===== src/hdl/kld_pkg.sv =====
// Shared types, constants and the logarithm table for the KL-divergence loss unit.
// Depends on nothing; every other file in hdl refers to it by scoped names.
package kld_pkg;

	// Probability format and logarithm table geometry.
	localparam int PROB_FRAC_BITS = 15;
	localparam int LOG_BITS       = 8;
	localparam int LOG_ENTRIES    = 1 << LOG_BITS;
	localparam int LN2_Q16        = 45426;
	localparam logic [63:0] LN2_Q30 = 64'd744261118;
	localparam logic [63:0] ONE_Q30 = 64'd1 << 30;

	// Shared divider geometry.
	localparam int DVD_W  = 48;
	localparam int DVS_W  = 42;
	localparam int STEP_W = 6;

	// Configuration register indexes.
	localparam logic [1:0] CFG_EPSILON      = 2'd0;
	localparam logic [1:0] CFG_SAMPLE_COUNT = 2'd1;
	localparam logic [1:0] CFG_GRAD_SCALE   = 2'd2;

	// One classified item as it waits in the queue.
	typedef struct packed {
		logic [15:0] target;
		logic [16:0] den;
		logic        t_zero;
		logic        last;
	} kld_entry_t;

	// Request to and response from the shared divider.
	typedef struct packed {
		logic              start;
		logic [DVD_W-1:0]  dividend;
		logic [DVS_W-1:0]  divisor;
		logic [STEP_W-1:0] steps;
	} kld_div_req_t;

	typedef struct packed {
		logic             done;
		logic [DVD_W-1:0] quotient;
	} kld_div_rsp_t;

	typedef logic [15:0] kld_ln_rom_t [0:LOG_ENTRIES];

	// log2 of a Q30 value in [1, 2], as Q30; only used at elaboration.
	function automatic logic [63:0] log2_q30(input logic [63:0] x_in);
		logic [63:0] x;
		logic [63:0] y;
		x = x_in;
		y = 64'd0;
		if (x >= 2 * ONE_Q30) begin
			y = ONE_Q30;
			x = x >> 1;
		end
		for (int b = 29; b >= 0; b--) begin
			x = (x * x) >> 30;
			if (x >= 2 * ONE_Q30) begin
				x = x >> 1;
				y = y | (64'd1 << b);
			end
		end
		return y;
	endfunction

	// Table of ln(1 + i/N) in Q16, rounded to nearest.
	function automatic kld_ln_rom_t build_ln_rom();
		kld_ln_rom_t rom;
		logic [63:0] m;
		for (int i = 0; i <= LOG_ENTRIES; i++) begin
			m = (64'(LOG_ENTRIES) + 64'(i)) << (30 - LOG_BITS);
			rom[i] = 16'((log2_q30(m) * LN2_Q30 + (64'd1 << 43)) >> 44);
		end
		return rom;
	endfunction

	localparam kld_ln_rom_t LN_ROM = build_ln_rom();

endpackage


===== src/hdl/kld_front.sv =====
// Front part: takes input beats, forms the guarded denominator and flags the item.
// Depends on kld_pkg for the entry type.
module kld_front (
	input  logic                clk,
	input  logic                arst_n,
	input  logic [15:0]         epsilon,
	input  logic                s_tvalid,
	output logic                s_tready,
	input  logic [31:0]         s_tdata,  // prediction [15:0], target_prob [31:16]
	input  logic                s_tlast,  // last_element
	output logic                push,
	output kld_pkg::kld_entry_t push_data,
	input  logic                full
);

	logic                valid_s1;
	kld_pkg::kld_entry_t entry_s1;
	logic [16:0]         den;
	logic                take;

	assign s_tready = !valid_s1 || !full;
	assign take     = s_tvalid && s_tready;

	// A zero denominator is taken as one LSB.
	always_comb begin
		den = {1'b0, s_tdata[15:0]} + {1'b0, epsilon};
		if (den == '0) begin
			den = 17'd1;
		end
	end

	always_ff @(posedge clk or negedge arst_n) begin
		if (!arst_n) begin
			valid_s1 <= 1'b0;
		end else if (take) begin
			valid_s1 <= 1'b1;
		end else if (!full) begin
			valid_s1 <= 1'b0;
		end
	end

	always_ff @(posedge clk) begin
		if (take) begin
			entry_s1.target <= s_tdata[31:16];
			entry_s1.den    <= den;
			entry_s1.t_zero <= s_tdata[31:16] == '0;
			entry_s1.last   <= s_tlast;
		end
	end

	assign push      = valid_s1;
	assign push_data = entry_s1;

endmodule


===== config.mk =====
export PLATFORM = sky130hd
export DESIGN_NAME = kld_front
export DESIGN_NICKNAME = d
export VERILOG_FILES = /design/src/hdl/kld_pkg.sv /design/src/hdl/kld_front.sv
export SDC_FILE = /design/constraint.sdc
export NUM_CORES = 1
export LEC_CHECK = 0
export ABC_AREA = 1
export BUFFER_PORTS_ARGS = -buffer_cell sky130_fd_sc_hd__buf_2
export CORE_MARGIN = 5
export CORE_UTILIZATION = 45
export CTS_BUF_LIST = sky130_fd_sc_hd__clkbuf_2 sky130_fd_sc_hd__clkbuf_4 sky130_fd_sc_hd__clkbuf_8
export CTS_CLUSTER_SIZE = 8
export DETAILED_ROUTE_END_ITERATION = 12
export MAX_ROUTING_LAYER = met4
export PLACE_DENSITY = 0.72
export RECOVER_POWER = 25
export SLEW_MARGIN = 20
export SYNTH_ARGS = -nofsm -noshare
export SYNTH_HDL_FRONTEND = slang
export SYNTH_SLANG_ARGS = --single-unit

===== constraint.sdc =====
create_clock -name clk -period 7.6 [get_ports clk]
set_clock_uncertainty 0.1 [all_clocks]
set_input_delay 0.76 -clock clk [delete_from_list [all_inputs] [get_ports clk]]
set_output_delay 0.76 -clock clk [all_outputs]
set_load 0.02 [all_outputs]

==> qor.yml <==
global_routing:
  grt-ovfl-total: 0
  antenna_found_initial: 0
  grt_pass1_wl_um: 7940
  grt_max_degree: 36
  grt_use_total: 0.161
  grt_pass1_vias: 1919
timing:
  final_hold_viol_count: 0
  hold_ws_ns: 0.152
  tightest_slew_ns: 0.999
  clock.fmax_mhz: 421
  relSlewSlack: 0.333
  finalSetupViolations: 0
  finalSetupTns_ns: 0
  post-route-period-util: 0.312
  setup_slack_ns: 5.23
  drv_slew: 0
  min_period_ns: 2.37
  rsz0062_at_grt: "no"
yosys:
  syn_area_um2: 2340
  ys_types: 23
  synth-seq-cells: 36
  avgSynthCellArea_um2: 8.09
  yosys_warnings: 0
  synth_cells: 289
  synth_nets: 359
  ys_seq_area_frac: 0.460
worst_setup_path:
  cp-start-kind: "input port"
  setup.worst_path.end_class: "flop"
  path_class: "in -> reg"
  crit_start: "epsilon[0]"
  rr_startpoint: "push"
  cp.required_ns: 7.53
  regToRegSetupSlack_ns: 5.91
  cp_max_fo: 4
  crit_arrival_ns: 2.30
drt:
  drc: 0
  routed_wirelength_um: 5040
  routed_via_density: 4.57
  wl_per_cell_um: 11.1
  drt_pre_antenna_iters: 7
  drt.antenna.violating_nets: 0
  drtIter0Drc: 82
  via_count: 2079
power_and_ir_drop:
  p_seq_frac: 0.452
  p_switching_mw: 0.156
  internal-power_mw: 0.377
  sw_frac_of_total: 0.292
  cellLeakagePower_nw: 1.54
  combPwrFrac: 0.282
  power.density_nw_per_um2: 180
  peakVddDrop_mv: 0.110
  clkPwrFrac: 0.266
floorplan:
  coreArea_um2: 5070
  start_util: 0.461
  fp.dieArea_um2: 6740
  io_pins: 90
  rows: 26
  die_x_um: 82.1
  dieHeight_um: 82.1
clocking:
  cts_buffer_depth: 2
  clock_latency_ns: 0.27
  cts_made_buffers: 5
  cts_setup_buffers: 0
  cts.sinks: 36
  cts_resized: 0
  cts_tree: "yes"
  cts_max_level: 2
  cts_root_buf: "clkbuf_8"
  hold_buffers: 0
  clk_pin_slew_worst_paths_ns: 0.06
place:
  hpwl_um: 4380
  post-place-ws_ns: 4.94
  dpl-instance-area_um2: 2880
  portBuffers: 89
  gp_congestion: 0.848
min_path:
  hold_path.class: "in -> async"
finish:
  final_cell_mix: "nand2_1 (94), buf_2 (74), inv_1 (57), edfxtp_1 (35), nand3_1 (19)"
  final_common_cell: "nand2_1"
  drive_gt1_frac: 0.275
  antennaDiodeCount: 0
  final_cell_area_um2: 2960
  nets: 454
  areaGrowthSynthToFinish_pct: 26.8
run:
  maxCapViolCount: 0
status:
  status: "complete, no violations"
==> flip-flops by register name (all words and copies together) (netlist names) <==
register,cells
push,1
push_data,35
==> critical path: stages <==
cell     delay, ns
buf_2         0.10
ha_1          0.23
fa_1          0.44
nand2_1       0.10
nand2_1       0.05
nand3_1       0.08
nand2_1       0.07
nand2_1       0.08
nand2_1       0.06
nand2_1       0.06
nand2_1       0.06
nand2_1       0.06
nor2_1        0.03
nand4_1       0.06
nand2_1       0.05
==> through the flow <==
step,total power [mW],cells,utilization
2_1_floorplan,0.349,289,-
3_3_place_gp,0.396,447,0.567
3_5_place_dp,0.397,447,0.567
4_1_cts,0.540,455,0.588
5_1_grt,0.572,455,0.584
6_report,0.533,455,0.584
==> logic make-up after synthesis <==
| group | count (synthesis) | share of synthesized area |
|---|---|---|
| DFF | 36 | 0.460 |
| and+or+nand+nor | 163 | 0.318 |
| xor gates and xnor gates | 1 | 0.00375 |
| buffers and inverters | 60 | 0.0964 |
| adders and majority gates | 17 | 0.0942 |
| AOI/OAI and AO/OA | 12 | 0.0273 |
==> worst paths after layout <==
path / cells after the start / end
worst min register to register: 2 / push
worst max-delay path: 15 / push_data[2]
worst max register to register: 1 / push_data[13]
max in group asynchronous: 1 / push
min in group clk: 2 / push
worst min-delay path: 1 / push
==> layout make-up <==
cell class,instances,area (um2)
clock buffers,8,104
fillers,487,2110
inverters,59,221
multi-input cells,193,1050
flip-flops and latches,36,1080
well taps,70,87.6
repair buffers,89,427
==> metal layers <==
layer / track usage / share of wire
met5: - / 0
met4: 0.0698 / 0.013
met3: 0.0362 / 0.099
met2: 0.277 / 0.46
met1: 0.178 / 0.43
==> power groups by stage <==
stage / clock, mW / sequential, mW / combinational, mW
after floorplan: 0 / 0.265 / 0.0848
after global placement: 0 / 0.245 / 0.151
after detailed placement: 0 / 0.245 / 0.152
after CTS: 0.146 / 0.241 / 0.153
after global routing: 0.161 / 0.242 / 0.170
final: 0.142 / 0.241 / 0.150
==> cells in the mapped netlist <==
cell type,instances,share of area
nand2_1,94,0.15
inv_1,57,0.092
edfxtp_1,35,0.45
nand3_1,19,0.041
ha_1,16,0.086
nand2_2,14,0.037
nor2_1,12,0.019
a21oi_1,10,0.021
nand3b_1,4,0.013
nand4_1,4,0.011
nor2_2,4,0.011
nor4_1,4,0.011
and2_1,3,0.0080
inv_2,2,0.0032
nand3_2,2,0.0086
nor3_1,2,0.0043
clkbuf_1,1,0.0016
dfrtp_1,1,0.011
fa_1,1,0.0086
o21ai_0,1,0.0021
o31a_1,1,0.0037
or2_4,1,0.0037
xnor2_1,1,0.0037
Power figures use the tool's default switching activity.
