File: config.mk
export PLATFORM = sky130hd
export DESIGN_NAME = kld_queue
export DESIGN_NICKNAME = d
export VERILOG_FILES = /design/src/hdl/kld_pkg.sv /design/src/hdl/kld_queue.sv
export SDC_FILE = /design/constraint.sdc
export NUM_CORES = 1
export LEC_CHECK = 0
export BUFFER_PORTS_ARGS = -buffer_cell sky130_fd_sc_hd__buf_2
export CORE_MARGIN = 4
export CORE_UTILIZATION = 55
export DETAILED_ROUTE_END_ITERATION = 10
export HOLD_SLACK_MARGIN = 0.08
export PLACE_DENSITY_LB_ADDON = 0.08
export RECOVER_POWER = 25
export SETUP_SLACK_MARGIN = 0.4
export SYNTH_ARGS = -nofsm -noshare
export SYNTH_HDL_FRONTEND = slang
export SYNTH_SLANG_ARGS = --single-unit
export TNS_END_PERCENT = 30
File: constraint.sdc
create_clock -name clk -period 4.6 [get_ports clk]
set_clock_uncertainty 0.05 [all_clocks]
set_input_delay 0.23 -clock clk [delete_from_list [all_inputs] [get_ports clk]]
set_output_delay 0.23 -clock clk [all_outputs]
set_load 0.005 [all_outputs]
File: src/hdl/kld_pkg.sv
// Shared types, constants and the logarithm table for the KL-divergence loss unit.
// Depends on nothing; every other file in hdl refers to it by scoped names.
package kld_pkg;

	// Probability format and logarithm table geometry.
	localparam int PROB_FRAC_BITS = 15;
	localparam int LOG_BITS       = 8;
	localparam int LOG_ENTRIES    = 1 << LOG_BITS;
	localparam int LN2_Q16        = 45426;
	localparam logic [63:0] LN2_Q30 = 64'd744261118;
	localparam logic [63:0] ONE_Q30 = 64'd1 << 30;

	// Shared divider geometry.
	localparam int DVD_W  = 48;
	localparam int DVS_W  = 42;
	localparam int STEP_W = 6;

	// Configuration register indexes.
	localparam logic [1:0] CFG_EPSILON      = 2'd0;
	localparam logic [1:0] CFG_SAMPLE_COUNT = 2'd1;
	localparam logic [1:0] CFG_GRAD_SCALE   = 2'd2;

	// One classified item as it waits in the queue.
	typedef struct packed {
		logic [15:0] target;
		logic [16:0] den;
		logic        t_zero;
		logic        last;
	} kld_entry_t;

	// Request to and response from the shared divider.
	typedef struct packed {
		logic              start;
		logic [DVD_W-1:0]  dividend;
		logic [DVS_W-1:0]  divisor;
		logic [STEP_W-1:0] steps;
	} kld_div_req_t;

	typedef struct packed {
		logic             done;
		logic [DVD_W-1:0] quotient;
	} kld_div_rsp_t;

	typedef logic [15:0] kld_ln_rom_t [0:LOG_ENTRIES];

	// log2 of a Q30 value in [1, 2], as Q30; only used at elaboration.
	function automatic logic [63:0] log2_q30(input logic [63:0] x_in);
		logic [63:0] x;
		logic [63:0] y;
		x = x_in;
		y = 64'd0;
		if (x >= 2 * ONE_Q30) begin
			y = ONE_Q30;
			x = x >> 1;
		end
		for (int b = 29; b >= 0; b--) begin
			x = (x * x) >> 30;
			if (x >= 2 * ONE_Q30) begin
				x = x >> 1;
				y = y | (64'd1 << b);
			end
		end
		return y;
	endfunction

	// Table of ln(1 + i/N) in Q16, rounded to nearest.
	function automatic kld_ln_rom_t build_ln_rom();
		kld_ln_rom_t rom;
		logic [63:0] m;
		for (int i = 0; i <= LOG_ENTRIES; i++) begin
			m = (64'(LOG_ENTRIES) + 64'(i)) << (30 - LOG_BITS);
			rom[i] = 16'((log2_q30(m) * LN2_Q30 + (64'd1 << 43)) >> 44);
		end
		return rom;
	endfunction

	localparam kld_ln_rom_t LN_ROM = build_ln_rom();

endpackage

File: src/hdl/kld_queue.sv
// Short queue of classified items between the front and back parts.
// Depends on kld_pkg for the entry type.
module kld_queue #(
	parameter int DEPTH = 2
) (
	input  logic                clk,
	input  logic                arst_n,
	input  logic                push,
	input  kld_pkg::kld_entry_t push_data,
	output logic                full,
	input  logic                pop,
	output kld_pkg::kld_entry_t head,
	output logic                empty
);

	localparam int AW = (DEPTH > 1) ? $clog2(DEPTH) : 1;
	localparam int CW = $clog2(DEPTH + 1);

	kld_pkg::kld_entry_t mem_q [0:DEPTH-1];
	logic [AW-1:0] wr_q;
	logic [AW-1:0] rd_q;
	logic [CW-1:0] cnt_q;
	logic          do_push;
	logic          do_pop;

	assign full    = cnt_q == CW'(DEPTH);
	assign empty   = cnt_q == '0;
	assign do_push = push && !full;
	assign do_pop  = pop && !empty;
	assign head    = mem_q[rd_q];

	// Pointers and fill count.
	always_ff @(posedge clk or negedge arst_n) begin
		if (!arst_n) begin
			wr_q  <= '0;
			rd_q  <= '0;
			cnt_q <= '0;
		end else begin
			if (do_push) begin
				wr_q <= (wr_q == AW'(DEPTH - 1)) ? '0 : wr_q + 1'b1;
			end
			if (do_pop) begin
				rd_q <= (rd_q == AW'(DEPTH - 1)) ? '0 : rd_q + 1'b1;
			end
			if (do_push && !do_pop) begin
				cnt_q <= cnt_q + 1'b1;
			end else if (do_pop && !do_push) begin
				cnt_q <= cnt_q - 1'b1;
			end
		end
	end

	// Storage.
	always_ff @(posedge clk) begin
		if (do_push) begin
			mem_q[wr_q] <= push_data;
		end
	end

endmodule

==> results_tabular.tex <==
\begin{tabular}{lr}
\hline
Metric & Value \\
\hline
\multicolumn{2}{l}{\textbf{Die}} \\
\quad Initial Utilization & 0.566 \\
\quad Die boundary width & 80.3 µm \\
\quad Y dimension of the die & 80.3 µm \\
\quad Number of cell rows & 26 \\
\quad Core Area & 5070 µm² \\
\quad Number of ports placed on the die boundary & 76 \\
\quad Total die area & 6440 µm² \\
\multicolumn{2}{l}{\textbf{Synthesis}} \\
\quad Simple-gate share of the synthesized area & 0.00958 \\
\quad Most common cell in the netlist & edfxtp\_1 \\
\quad Mux contribution to synthesized area & 0.175 \\
\quad Synthesized netlist net count & 168 \\
\quad Number of standard cells after synthesis & 128 \\
\quad Yosys warns & 0 \\
\quad Async set-or-reset flop fraction in the synthesized netlist & 0.0541 \\
\quad EDFF count, synth & 70 \\
\quad Xor and xnor area share after synthesis & 0.0152 \\
\quad Ys flop type & edfxtp\_1 \\
\quad Adder-cell share of the synthesized area & 0.00436 \\
\quad Register area share after synthesis & 0.767 \\
\quad Number of synthesized register bits & 74 \\
\quad Top-area cell type share of the netlist area & 0.732 \\
\quad Main combinational cell family by area after synthesis & multiplexers \\
\quad Cell type contributing the most total cell area after synthesis & edfxtp\_1 \\
\quad Post-Synthesis Mean Instance Area & 22.4 µm² \\
\quad Netlist area before placement & 2870 µm² \\
\quad Count of different cell masters after synthesis & 15 \\
\quad Fraction of the mapped netlist area in compound gates & 0.00174 \\
\quad Top post-synthesis cells by count & edfxtp\_1, mux2\_4, mux2\_2, dfrtp\_1 \\
\quad Top cells by area, synth & edfxtp\_1, mux2\_4, dfrtp\_1, mux2\_2, buf\_12 \\
\multicolumn{2}{l}{\textbf{Routing}} \\
\quad Top Metal Used & met4 \\
\quad WL final & 4870 µm \\
\quad Number of vias after detailed routing & 1533 \\
\quad Final antenna-violating net count & 0 \\
\quad Via-to-Cell Ratio & 4.78 \\
\quad Drc violations & 0 \\
\quad Met2 wire len & 2580 µm \\
\quad Met1 wire length & 1890 µm \\
\quad Drt initial violations & 82 \\
\quad DRT Pass-1 Iters & 4 \\
\quad Average wire length per cell after detail routing & 15.2 µm \\
\quad DR WL met3 & 284 µm \\
\multicolumn{2}{l}{\textbf{STA}} \\
\quad Slew at the pin closest to its max-slew limit & 1.08 ns \\
\quad Setup repair after global routing missed its margin & false \\
\quad Worst hold slack after final layout & 0.175 ns \\
\quad Final setup fails & 0 \\
\quad Top achievable clock speed & 446 MHz \\
\quad Post-Route Setup TNS & 0 ns \\
\quad Period Utilization, post-route & 0.487 \\
\quad Relative slew slack & 0.277 \\
\quad Hold violation count in the final report & 0 \\
\quad Minimum clock period & 2.24 ns \\
\quad Total count of max-transition violations in the final report & 0 \\
\multicolumn{2}{l}{\textbf{Setup path}} \\
\quad Required time worst endpoint & 4.32 ns \\
\quad Critical path arrival & 1.96 ns \\
\quad Setup crit end kind & output port \\
\quad Max Fanout on Critical Path & 36 \\
\quad Type of the worst setup path & flop to output port \\
\quad Kind of start point of the critical path & flop \\
\multicolumn{2}{l}{\textbf{Clock tree}} \\
\quad Root Buffer & clkbuf\_8 \\
\quad TritonCTS clock tree & built \\
\quad Count of instances resized after the clock tree is built & 0 \\
\quad TritonCTS Sinks & 74 \\
\quad Clock latency on the worst-skew pair & 0.33 ns \\
\quad Maximum clock path buffer count & 2 \\
\quad Number of buffers created by CTS & 9 \\
\quad Register clock-pin slew on the reported worst setup and hold paths & 0.06 ns \\
\quad H-tree lvl count & 3 \\
\multicolumn{2}{l}{\textbf{Pwr}} \\
\quad Tot Pwr & 2120 µW \\
\quad Static leakage power & 0.00151 µW \\
\quad Power per standard cell area & 560 nW/µm² \\
\quad Max rail drop VDD & 0.401 mV \\
\multicolumn{2}{l}{\textbf{Global route}} \\
\quad Global route total overflow & 0 \\
\quad Maximum number of pins on one net before global-route repair & 37 \\
\quad Overall track demand over capacity in global routing & 0.165 \\
\quad Global-route wire length before repair & 7510 µm \\
\quad Number of antenna violations at the first check in global routing & 0 \\
\quad Number of global-route vias before repair & 1655 \\
\multicolumn{2}{l}{\textbf{Final layout}} \\
\quad Ratio of cells with drive above 1 in the final layout & 0.434 \\
\quad Antenna Diode Count & 0 \\
\quad Core Util, Final & 0.748 \\
\quad Signed area change from the synthesized netlist to the final layout & 32.1\% \\
\quad Total number of nets in the final design & 286 \\
\quad Layout filler cell count & 332 \\
\multicolumn{2}{l}{\textbf{Place}} \\
\quad \# port buffers & 75 \\
\quad Gp weighted congestion & 0.672 \\
\quad Total half-perimeter wirelength after legalization and detailed placement & 3040 µm \\
\multicolumn{2}{l}{\textbf{Hold path}} \\
\quad Worst min path class & input pin to flop \\
\multicolumn{2}{l}{\textbf{Run status}} \\
\quad Status & completed \\
\multicolumn{2}{l}{\textbf{Job}} \\
\quad Max-capacitance violation count & 0 \\
\hline
\end{tabular}
critical path: stages (launching register included):
cell,delay (ns)
dfrtp_2,1.07
mux2_2,0.42
buf_2,0.13
registers in the layout (all words and copies together) (netlist names):
name / flops
cnt_q: 2
mem_q: 70
rd_q: 1
wr_q: 1
final timing paths:
check | from | to | slack (ns) | cells past startpoint
setup / recovery | rd_q | head[14] | 2.36 | 2
hold / removal | pop | rd_q | 0.17 | 3
setup reg to reg | cnt_q[0] | mem_q[0][8] | 2.61 | 3
hold reg to reg | cnt_q[1] | cnt_q[1] | 0.48 | 1
max in group asynchronous | arst_n | rd_q | 4.05 | 2
min in group asynchronous | arst_n | wr_q | 0.23 | 2
cell families after synthesis:
family / Yosys count
buffers and inverters: 6
multiplexers: 35
adder cells (fa/ha/maj): 1
XOR/XNOR: 5
AND/OR/NAND/NOR: 6
flip-flops: 74
AO/OA/AOI/OAI: 1
area by class of cell:
class                           instances  area, µm²  area share
Clock buffer                           12        135      0.0356
Clock inverter                          4       42.5      0.0112
Inverter                                2       7.51     0.00198
Multi-Input combinational cell         48        601       0.158
Sequential cell                        74       2200       0.581
Tap cell                               70       87.6      0.0231
Timing Repair Buffer                  111        717       0.189
where the power goes:
group	internal, µW	switching (µW)	leakage (µW)
combinational	381	225	0.000724
clock	247	211	0.0000894
sequential	926	134	0.000696
layer usage:
layer	up-vias	track usage
met5	-	0
met4	0	0.111
met3	12	0.0404
met2	49	0.282
met1	742	0.179
li1	730	-
placed cells by master, fill, tap and decap left out:
| cell type | netlist | routed |
|---|---|---|
| edfxtp_1 | 70 | 70 |
| buf_2 | 0 | 60 |
| dlygate4sd3_1 | 0 | 36 |
| mux2_4 | 29 | 29 |
| clkbuf_1 | 0 | 18 |
| clkbuf_8 | 0 | 9 |
| mux2_2 | 6 | 6 |
| xnor2_1 | 3 | 3 |
| dfrtp_1 | 4 | 3 |
| inv_1 | 2 | 2 |
| nor2_1 | 3 | 2 |
| xor2_1 | 2 | 2 |
| clkinv_1 | 0 | 2 |
| nand2b_1 | 1 | 1 |
| nand2_1 | 1 | 1 |
| o21ai_1 | 1 | 1 |
| and3_2 | 0 | 1 |
| nor2_4 | 0 | 1 |
| ha_1 | 1 | 1 |
| clkinv_2 | 0 | 1 |
| bufinv_16 | 0 | 1 |
| dfrtp_2 | 0 | 1 |
stage by stage:
step / area (µm²) / worst slack, ns / instances
floorplan: 2870 / 2.00 / 128
global placement: 3270 / 2.72 / 269
detailed placement: 3270 / 2.59 / 269
CTS: 3810 / 2.30 / 321
global route: 3790 / 2.24 / 321
finish: 3790 / 2.36 / 321
what timing repair did:
action,in CTS,in global routing
hold endpoints to repair,74,0
hold buffers,36,0
setup buffers,0,0
Note: power is estimated with default switching activity, not from simulation.
