<file path="config.mk">
export PLATFORM = sky130hd
export DESIGN_NAME = kld_div
export DESIGN_NICKNAME = d
export VERILOG_FILES = /design/src/hdl/kld_pkg.sv /design/src/hdl/kld_div.sv
export SDC_FILE = /design/constraint.sdc
export NUM_CORES = 1
export LEC_CHECK = 0
export ABC_CLOCK_PERIOD_IN_PS = 4000
export BUFFER_PORTS_ARGS = -buffer_cell sky130_fd_sc_hd__buf_2
export CAP_MARGIN = 10
export CORE_MARGIN = 2
export CORE_UTILIZATION = 45
export DETAILED_ROUTE_END_ITERATION = 8
export PLACE_DENSITY = 0.65
export SYNTH_ARGS = -nofsm -noshare
export SYNTH_HDL_FRONTEND = slang
export SYNTH_SLANG_ARGS = --single-unit
</file>
<file path="constraint.sdc">
create_clock -name clk -period 4 [get_ports clk]
set_input_delay 0.8 -clock clk [delete_from_list [all_inputs] [get_ports clk]]
set_output_delay 0.8 -clock clk [all_outputs]
set_load 0.01 [all_outputs]
</file>
<file path="src/hdl/kld_pkg.sv">
// Shared types, constants and the logarithm table for the KL-divergence loss unit.
// Depends on nothing; every other file in hdl refers to it by scoped names.
package kld_pkg;

	// Probability format and logarithm table geometry.
	localparam int PROB_FRAC_BITS = 15;
	localparam int LOG_BITS       = 8;
	localparam int LOG_ENTRIES    = 1 << LOG_BITS;
	localparam int LN2_Q16        = 45426;
	localparam logic [63:0] LN2_Q30 = 64'd744261118;
	localparam logic [63:0] ONE_Q30 = 64'd1 << 30;

	// Shared divider geometry.
	localparam int DVD_W  = 48;
	localparam int DVS_W  = 42;
	localparam int STEP_W = 6;

	// Configuration register indexes.
	localparam logic [1:0] CFG_EPSILON      = 2'd0;
	localparam logic [1:0] CFG_SAMPLE_COUNT = 2'd1;
	localparam logic [1:0] CFG_GRAD_SCALE   = 2'd2;

	// One classified item as it waits in the queue.
	typedef struct packed {
		logic [15:0] target;
		logic [16:0] den;
		logic        t_zero;
		logic        last;
	} kld_entry_t;

	// Request to and response from the shared divider.
	typedef struct packed {
		logic              start;
		logic [DVD_W-1:0]  dividend;
		logic [DVS_W-1:0]  divisor;
		logic [STEP_W-1:0] steps;
	} kld_div_req_t;

	typedef struct packed {
		logic             done;
		logic [DVD_W-1:0] quotient;
	} kld_div_rsp_t;

	typedef logic [15:0] kld_ln_rom_t [0:LOG_ENTRIES];

	// log2 of a Q30 value in [1, 2], as Q30; only used at elaboration.
	function automatic logic [63:0] log2_q30(input logic [63:0] x_in);
		logic [63:0] x;
		logic [63:0] y;
		x = x_in;
		y = 64'd0;
		if (x >= 2 * ONE_Q30) begin
			y = ONE_Q30;
			x = x >> 1;
		end
		for (int b = 29; b >= 0; b--) begin
			x = (x * x) >> 30;
			if (x >= 2 * ONE_Q30) begin
				x = x >> 1;
				y = y | (64'd1 << b);
			end
		end
		return y;
	endfunction

	// Table of ln(1 + i/N) in Q16, rounded to nearest.
	function automatic kld_ln_rom_t build_ln_rom();
		kld_ln_rom_t rom;
		logic [63:0] m;
		for (int i = 0; i <= LOG_ENTRIES; i++) begin
			m = (64'(LOG_ENTRIES) + 64'(i)) << (30 - LOG_BITS);
			rom[i] = 16'((log2_q30(m) * LN2_Q30 + (64'd1 << 43)) >> 44);
		end
		return rom;
	endfunction

	localparam kld_ln_rom_t LN_ROM = build_ln_rom();

endpackage

</file>
<file path="src/hdl/kld_div.sv">
// Shared restoring divider, one quotient bit per cycle, for the KL-divergence unit.
// Depends on kld_pkg for the request and response types.
module kld_div (
	input  logic                 clk,
	input  logic                 arst_n,
	input  kld_pkg::kld_div_req_t req,
	output kld_pkg::kld_div_rsp_t rsp
);

	logic [kld_pkg::DVD_W-1:0]  dvd_q;
	logic [kld_pkg::DVS_W-1:0]  dvs_q;
	logic [kld_pkg::DVS_W:0]    rem_q;
	logic [kld_pkg::DVD_W-1:0]  quo_q;
	logic [kld_pkg::STEP_W-1:0] cnt_q;
	logic                       busy_q;
	logic                       done_q;
	logic [kld_pkg::DVS_W:0]    trial;
	logic                       fits;

	// The dividend arrives left-aligned, so each step takes its top bit.
	assign trial = {rem_q[kld_pkg::DVS_W-1:0], dvd_q[kld_pkg::DVD_W-1]};
	assign fits  = trial >= {1'b0, dvs_q};

	always_ff @(posedge clk or negedge arst_n) begin
		if (!arst_n) begin
			busy_q <= 1'b0;
			done_q <= 1'b0;
			cnt_q  <= '0;
		end else begin
			done_q <= 1'b0;
			if (req.start) begin
				busy_q <= 1'b1;
				cnt_q  <= req.steps;
			end else if (busy_q) begin
				cnt_q <= cnt_q - 1'b1;
				if (cnt_q == kld_pkg::STEP_W'(1)) begin
					busy_q <= 1'b0;
					done_q <= 1'b1;
				end
			end
		end
	end

	// Data path of the divider.
	always_ff @(posedge clk) begin
		if (req.start) begin
			dvd_q <= req.dividend;
			dvs_q <= req.divisor;
			rem_q <= '0;
			quo_q <= '0;
		end else if (busy_q) begin
			dvd_q <= {dvd_q[kld_pkg::DVD_W-2:0], 1'b0};
			rem_q <= fits ? trial - {1'b0, dvs_q} : trial;
			quo_q <= {quo_q[kld_pkg::DVD_W-2:0], fits};
		end
	end

	assign rsp.done     = done_q;
	assign rsp.quotient = quo_q;

endmodule

</file>
==> flow_metrics.env, run 1 <==
export IMPL_outcome="complete, no violations"
export IMPL_dr_max_layer_used="met4"
export IMPL_syn_area_per_cell_um2=10.19
export IMPL_grt_pass1_wl_um=34580
export IMPL_final_cells=1380
export IMPL_synth_commonest_cells="112 x nor2_1, 104 x nand2_1, 90 x dfxtp_1, 90 x edfxtp_1, 56 x inv_1"
export IMPL_drive_above_1_share_pct=23.55
export IMPL_period_needed_ns=3.482
export IMPL_num_fill_cells=1987
export IMPL_synth_most_common_cell="nor2_1"
export IMPL_io_buffers=147
export IMPL_clock_skew_ns=0.01240
export IMPL_insertion_delay_ns=0.44
export IMPL_power_density_mw_per_mm2=401.0
export IMPL_synth_top_cell_area_share_pct=27.52
export IMPL_synth_area_mm2=0.009821
export IMPL_drv_cap=0
export IMPL_synth_seq_area_share_pct=47.90
export IMPL_grt_start_max_net_pins=108
export IMPL_setup_tns_ns=0
export IMPL_yosys_area_top_type="edfxtp_1"
export IMPL_cp_start_kind="register"
export IMPL_track_usage_pct=18.79
export IMPL_antenna_found_initial=1
export IMPL_ctsHtreeMaxLevel=4
export IMPL_rows=54
export IMPL_synth_nets=1108
export IMPL_crit_required_ns=4.35
export IMPL_start_util_pct=45.42
export IMPL_wl_met3_um=1472
export IMPL_post_cts_resized=0
export IMPL_crit_type="reg -> reg"
export IMPL_synth_area_top_cells="edfxtp_1 28%, dfxtp_1 18%, ha_1 5.6%"
export IMPL_die_area_mm2=0.02302
export IMPL_place_inst=1348
export IMPL_synthArstFlopShare_pct=4.255
export IMPL_p_leak_nw=5.180
export IMPL_finalCritPeriodShare_pct=87.04
export IMPL_ir_worst_vdd_uv=247.9
export IMPL_die_width_um=151.7
export IMPL_cp_end_kind="register"
export IMPL_vias_per_cell=5.376
export IMPL_overflow=0
export IMPL_met1_length_um=9752
export IMPL_drt_initial_drc_count=409
export IMPL_diodes=0
export IMPL_ys_flop_type="edfxtp_1"
export IMPL_synth_edf_count=90
export IMPL_clkTransAtPathRegs_ns=0.08
export IMPL_crit_fanout=40
export IMPL_rsz0062_at_grt="false"
export IMPL_dp_hpwl_um=14740
export IMPL_dr_wl_met2_um=9503
export IMPL_total_power_w=0.004547
export IMPL_cp_arrival_ns=3.83
export IMPL_hold_violations=0
export IMPL_die_y_um=151.7
export IMPL_netlist_cell_type_count=77
export IMPL_maxSlewHeadroom_pct=45.53
export IMPL_ctsRootBufferMaster="clkbuf_16"
export IMPL_cts_buffers=17
export IMPL_setup_viol=0
export IMPL_drt_pass1_iterations=5
export IMPL_worst_pin_slew_ns=0.8171
export IMPL_synth_warnings=0
export IMPL_slew_violations=0
export IMPL_clk_path_buf_depth=2
export IMPL_netlist_instances=964
export IMPL_gp_congestion=0.8827
export IMPL_io_pin_count=148
export IMPL_nNetsFinal=1231
export IMPL_post_drt_wl_per_cell_um=15.28
export IMPL_drc_errors=0
export IMPL_max_freq_ghz=0.2872
export IMPL_vias=7419
export IMPL_fp_coreArea_mm2=0.02162
export IMPL_area_growth_pct=15.47
export IMPL_cts_tree="done"
export IMPL_cts_sink_count=188
export IMPL_ctsHoldBuffers=0
export IMPL_cts_setup_buffers=0
export IMPL_fin_hold_ws_ns=0.1887
export IMPL_first_global_vias=7078
export IMPL_wl_um=21090
export IMPL_synth_seq_cells=188
export IMPL_hp_class="in -> async"
export IMPL_drtAntennaViolNets=0
export IMPL_fin_util_pct=52.45
[cell type report]
type                       count  area [um^2]  share of cell area [%]
inverter                      56        210.2                   1.854
clock buffer                  19        452.9                   3.994
multi-input combinational    670         4676                   41.23
sequential                   188         4708                   41.52
tap                          280        350.3                   3.089
timing repair buffer         154        819.5                   7.227
clock inverter                13        122.6                   1.081
[state kept, by name (all words and copies together) (netlist names)]
register  cells
busy_q        1
done_q        1
cnt_q         6
dvd_q        48
dvs_q        42
rem_q        42
quo_q        48
[logic make-up after synthesis]
| family | synth area share [%] |
|---|---|
| simple gates | 13.39 |
| compound gates | 14.58 |
| flops | 47.90 |
| buf+inv | 4.485 |
| mux | 10.18 |
| fa+ha+maj | 5.810 |
| xor+xnor | 3.656 |
[routing by layer]
layer,up-vias,global-route usage [%]
met2,170,28.51
li1,3716,-
met5,-,0
met3,28,5.749
met1,3505,25.62
met4,0,6.204
[critical path, stage by stage (launching register included)]
cell	delay (ns)
edfxtp_1	0.33
inv_1	0.05
ha_1	0.50
nand4_1	0.20
or2_1	0.32
nor4_1	0.34
nand4_1	0.15
and3b_1	0.25
a22oi_4	0.23
and2_4	0.50
nand2_1	0.29
o211ai_1	0.23
[cells in the final DEF, fill, tap and decap left out, drive strengths merged, types with 4 or more instances in the layout]
| cell type | count |
|---|---|
| nor2 | 112 |
| nor2b | 5 |
| mux2 | 47 |
| xor2 | 19 |
| and2 | 5 |
| o31ai | 5 |
| clkinv | 6 |
| a21oi | 42 |
| buf | 154 |
| edfxtp | 90 |
| a211oi | 8 |
| nand4 | 7 |
| clkbuf | 19 |
| and3 | 7 |
| a311oi | 36 |
| o21a | 6 |
| dfrtp | 8 |
| nand2b | 4 |
| nor3 | 6 |
| inv | 62 |
| and4 | 4 |
| o211ai | 9 |
| a31oi | 6 |
| xnor2 | 22 |
| mux2i | 47 |
| ha | 44 |
| a21o | 23 |
| o21ai | 30 |
| nand3 | 16 |
| dfxtp | 90 |
| or3 | 5 |
| o21bai | 7 |
| nand2 | 104 |
| or2 | 6 |
[report_power, final]
part           switching, W  internal (W)  total [W]
clock              0.000806      0.000857    0.00166
sequential        0.0000603       0.00216    0.00222
combinational      0.000363      0.000297   0.000661
[through the flow]
stage          worst slack, ns  cell area [um^2]
4_1_cts                 0.5107             11340
6_report                0.5183             11340
3_3_place_gp            0.5913             10760
3_5_place_dp            0.5401             10760
5_1_grt                 0.3301             11340
2_1_floorplan            1.044              9821
[worst paths after layout]
kind	to	depth (start not counted)	slack [ns]	from
hold reg to reg	quo_q[47]	2	0.50	quo_q[47]
max in group asynchronous	busy_q	1	3.62	arst_n
setup / recovery	rem_q[36]	11	0.52	dvs_q[23]
hold / removal	cnt_q[1]	1	0.19	arst_n
min in group clk	quo_q[47]	2	0.50	quo_q[47]
setup reg to reg	rem_q[36]	11	0.52	dvs_q[23]
No activity file was read; power rests on OpenSTA's default activity.
==> run 2, diff against run 1 <==
--- a/config.mk
+++ b/config.mk
@@ -6,7 +6,7 @@
 export NUM_CORES = 1
 export LEC_CHECK = 0
 export ABC_CLOCK_PERIOD_IN_PS = 4000
-export BUFFER_PORTS_ARGS = -buffer_cell sky130_fd_sc_hd__buf_2
+export BUFFER_PORTS_ARGS = -buffer_cell sky130_fd_sc_hd__clkbuf_2
 export CAP_MARGIN = 10
 export CORE_MARGIN = 2
 export CORE_UTILIZATION = 45
==> flow_metrics.env, run 2 (synthesis results as in run 1) <==
export IMPL_outcome="complete, no violations"
export IMPL_fin_hold_ws_ns=0.2041
export IMPL_finalCritPeriodShare_pct=85.65
export IMPL_clock_skew_ns=0.01242
export IMPL_drv_cap=0
export IMPL_die_width_um=151.7
export IMPL_drt_pass1_iterations=4
export IMPL_vias=7362
export IMPL_p_leak_nw=5.171
export IMPL_cp_startpoint="dvd_q[47]"
export IMPL_post_cts_resized=0
export IMPL_place_inst=1348
export IMPL_setup_viol=0
export IMPL_cts_setup_buffers=0
export IMPL_worst_pin_slew_ns=1.126
export IMPL_layout_common_cells="146 x clkbuf_2, 112 x nor2_1, 104 x nand2_1, 90 x edfxtp_1, 90 x dfxtp_1"
export IMPL_nNetsFinal=1231
export IMPL_grt_pass1_wl_um=34220
export IMPL_r2r_slack_ns=0.57
export IMPL_clkTransAtPathRegs_ns=0.08
export IMPL_power_density_mw_per_mm2=410.7
export IMPL_ctsRootBufferMaster="clkbuf_16"
export IMPL_io_buffers=147
export IMPL_crit_type="reg -> reg"
export IMPL_drtAntennaViolNets=0
export IMPL_crit_fanout=3
export IMPL_rsz0062_at_grt="false"
export IMPL_max_freq_ghz=0.2919
export IMPL_cts_sink_count=188
export IMPL_setup_tns_ns=0
export IMPL_fp_coreArea_mm2=0.02162
export IMPL_drt_initial_drc_count=454
export IMPL_start_util_pct=45.42
export IMPL_slew_violations=0
export IMPL_r2r_start="dvd_q[47]"
export IMPL_reg2reg_to="rem_q[14]"
export IMPL_drive_above_1_share_pct=23.45
export IMPL_period_needed_ns=3.426
export IMPL_io_pin_count=148
export IMPL_cp_end_kind="register"
export IMPL_die_y_um=151.7
export IMPL_area_growth_pct=15.86
export IMPL_placed_area_mm2=0.01075
export IMPL_mostFrequentLayoutCell="clkbuf_2"
export IMPL_largest_registers="dvd_q: 48 flops, quo_q: 48 flops"
export IMPL_overflow=0
export IMPL_ctsHoldBuffers=0
export IMPL_track_usage_pct=18.62
export IMPL_die_area_mm2=0.02302
export IMPL_rows=54
export IMPL_wl_um=21180
export IMPL_hold_violations=0
export IMPL_diodes=0
export IMPL_first_global_vias=6911
export IMPL_post_drt_wl_per_cell_um=15.35
export IMPL_cp_start_kind="register"
export IMPL_crit_required_ns=4.32
export IMPL_dp_hpwl_um=14840
export IMPL_maxSlewHeadroom_pct=24.93
export IMPL_pre_cts_ws_ns=0.6477
export IMPL_final_cells=1380
export IMPL_r2r_cells=13
export IMPL_cts_buffers=17
export IMPL_clk_path_buf_depth=2
export IMPL_finalWorstSetupSlack_ns=0.5739
export IMPL_cts_tree="done"
export IMPL_hp_class="in -> async"
export IMPL_ctsHtreeMaxLevel=4
export IMPL_final_cell_area_mm2=0.01138
export IMPL_vias_per_cell=5.335
export IMPL_ir_worst_vdd_uv=282.8
export IMPL_antenna_found_initial=0
export IMPL_insertion_delay_ns=0.43
export IMPL_drc_errors=0
export IMPL_gp_congestion=0.8519
export IMPL_grt_start_max_net_pins=91
export IMPL_cp_arrival_ns=3.74
export IMPL_endpoint="rem_q[14]"
## run 2: worst min path at each step
stage | from | end | slack [ns] | cells past startpoint
2_1_floorplan | rem_q[14] | rem_q[15] | 0.47 | 2
3_3_place_gp | quo_q[47] | quo_q[47] | 0.47 | 2
3_5_place_dp | quo_q[47] | quo_q[47] | 0.48 | 2
4_1_cts | arst_n | cnt_q[3] | 0.19 | 1
5_1_grt | arst_n | cnt_q[5] | 0.20 | 1
6_report | arst_n | cnt_q[3] | 0.20 | 1
## run 2: layer usage
layer	wire length, um	vias up	global-route usage (%)
met2	9670	159	29.05
met1	9848	3458	25.06
met5	0	-	0
met4	358	0	5.833
li1	-	3720	-
met3	1302	25	5.359
## run 2: where the power goes
group	switching [W]	internal (W)	leakage (nW)	total, W
Sequential	0.0000654	0.00216	1.74	0.00223
Combinational	0.000363	0.000298	3.12	0.000661
Clock	0.000819	0.000965	0.307	0.00178
## run 2: final cells by class
cell class,count,area [um^2]
tap,280,350.3
multi-input combinational,670,4676
clock buffer,18,429.2
inverter,56,210.2
clock inverter,14,197.7
timing repair buffer,154,807.0
sequential,188,4708
fill,2009,10240
## run 2: per-stage QoR
stage	util, %	total power, W
2_1_floorplan	-	0.002746
3_5_place_dp	49.73	0.002928
4_1_cts	52.63	0.004732
5_1_grt	52.63	0.004898
6_report	52.63	0.004673
3_3_place_gp	49.73	0.002919
## run 2: worst max-delay path: stages (launching register included)
cell and delay [ns]:
edfxtp_1 0.39, inv_1 0.07, ha_1 0.15, inv_1 0.05
fa_1 0.40, a21o_1 0.20, a221o_1 0.33, a21oi_1 0.33
o21ai_0 0.20, a2111oi_0 0.57, o31ai_1 0.16, a21oi_1 0.20
xor2_1 0.18, o21ai_0 0.09
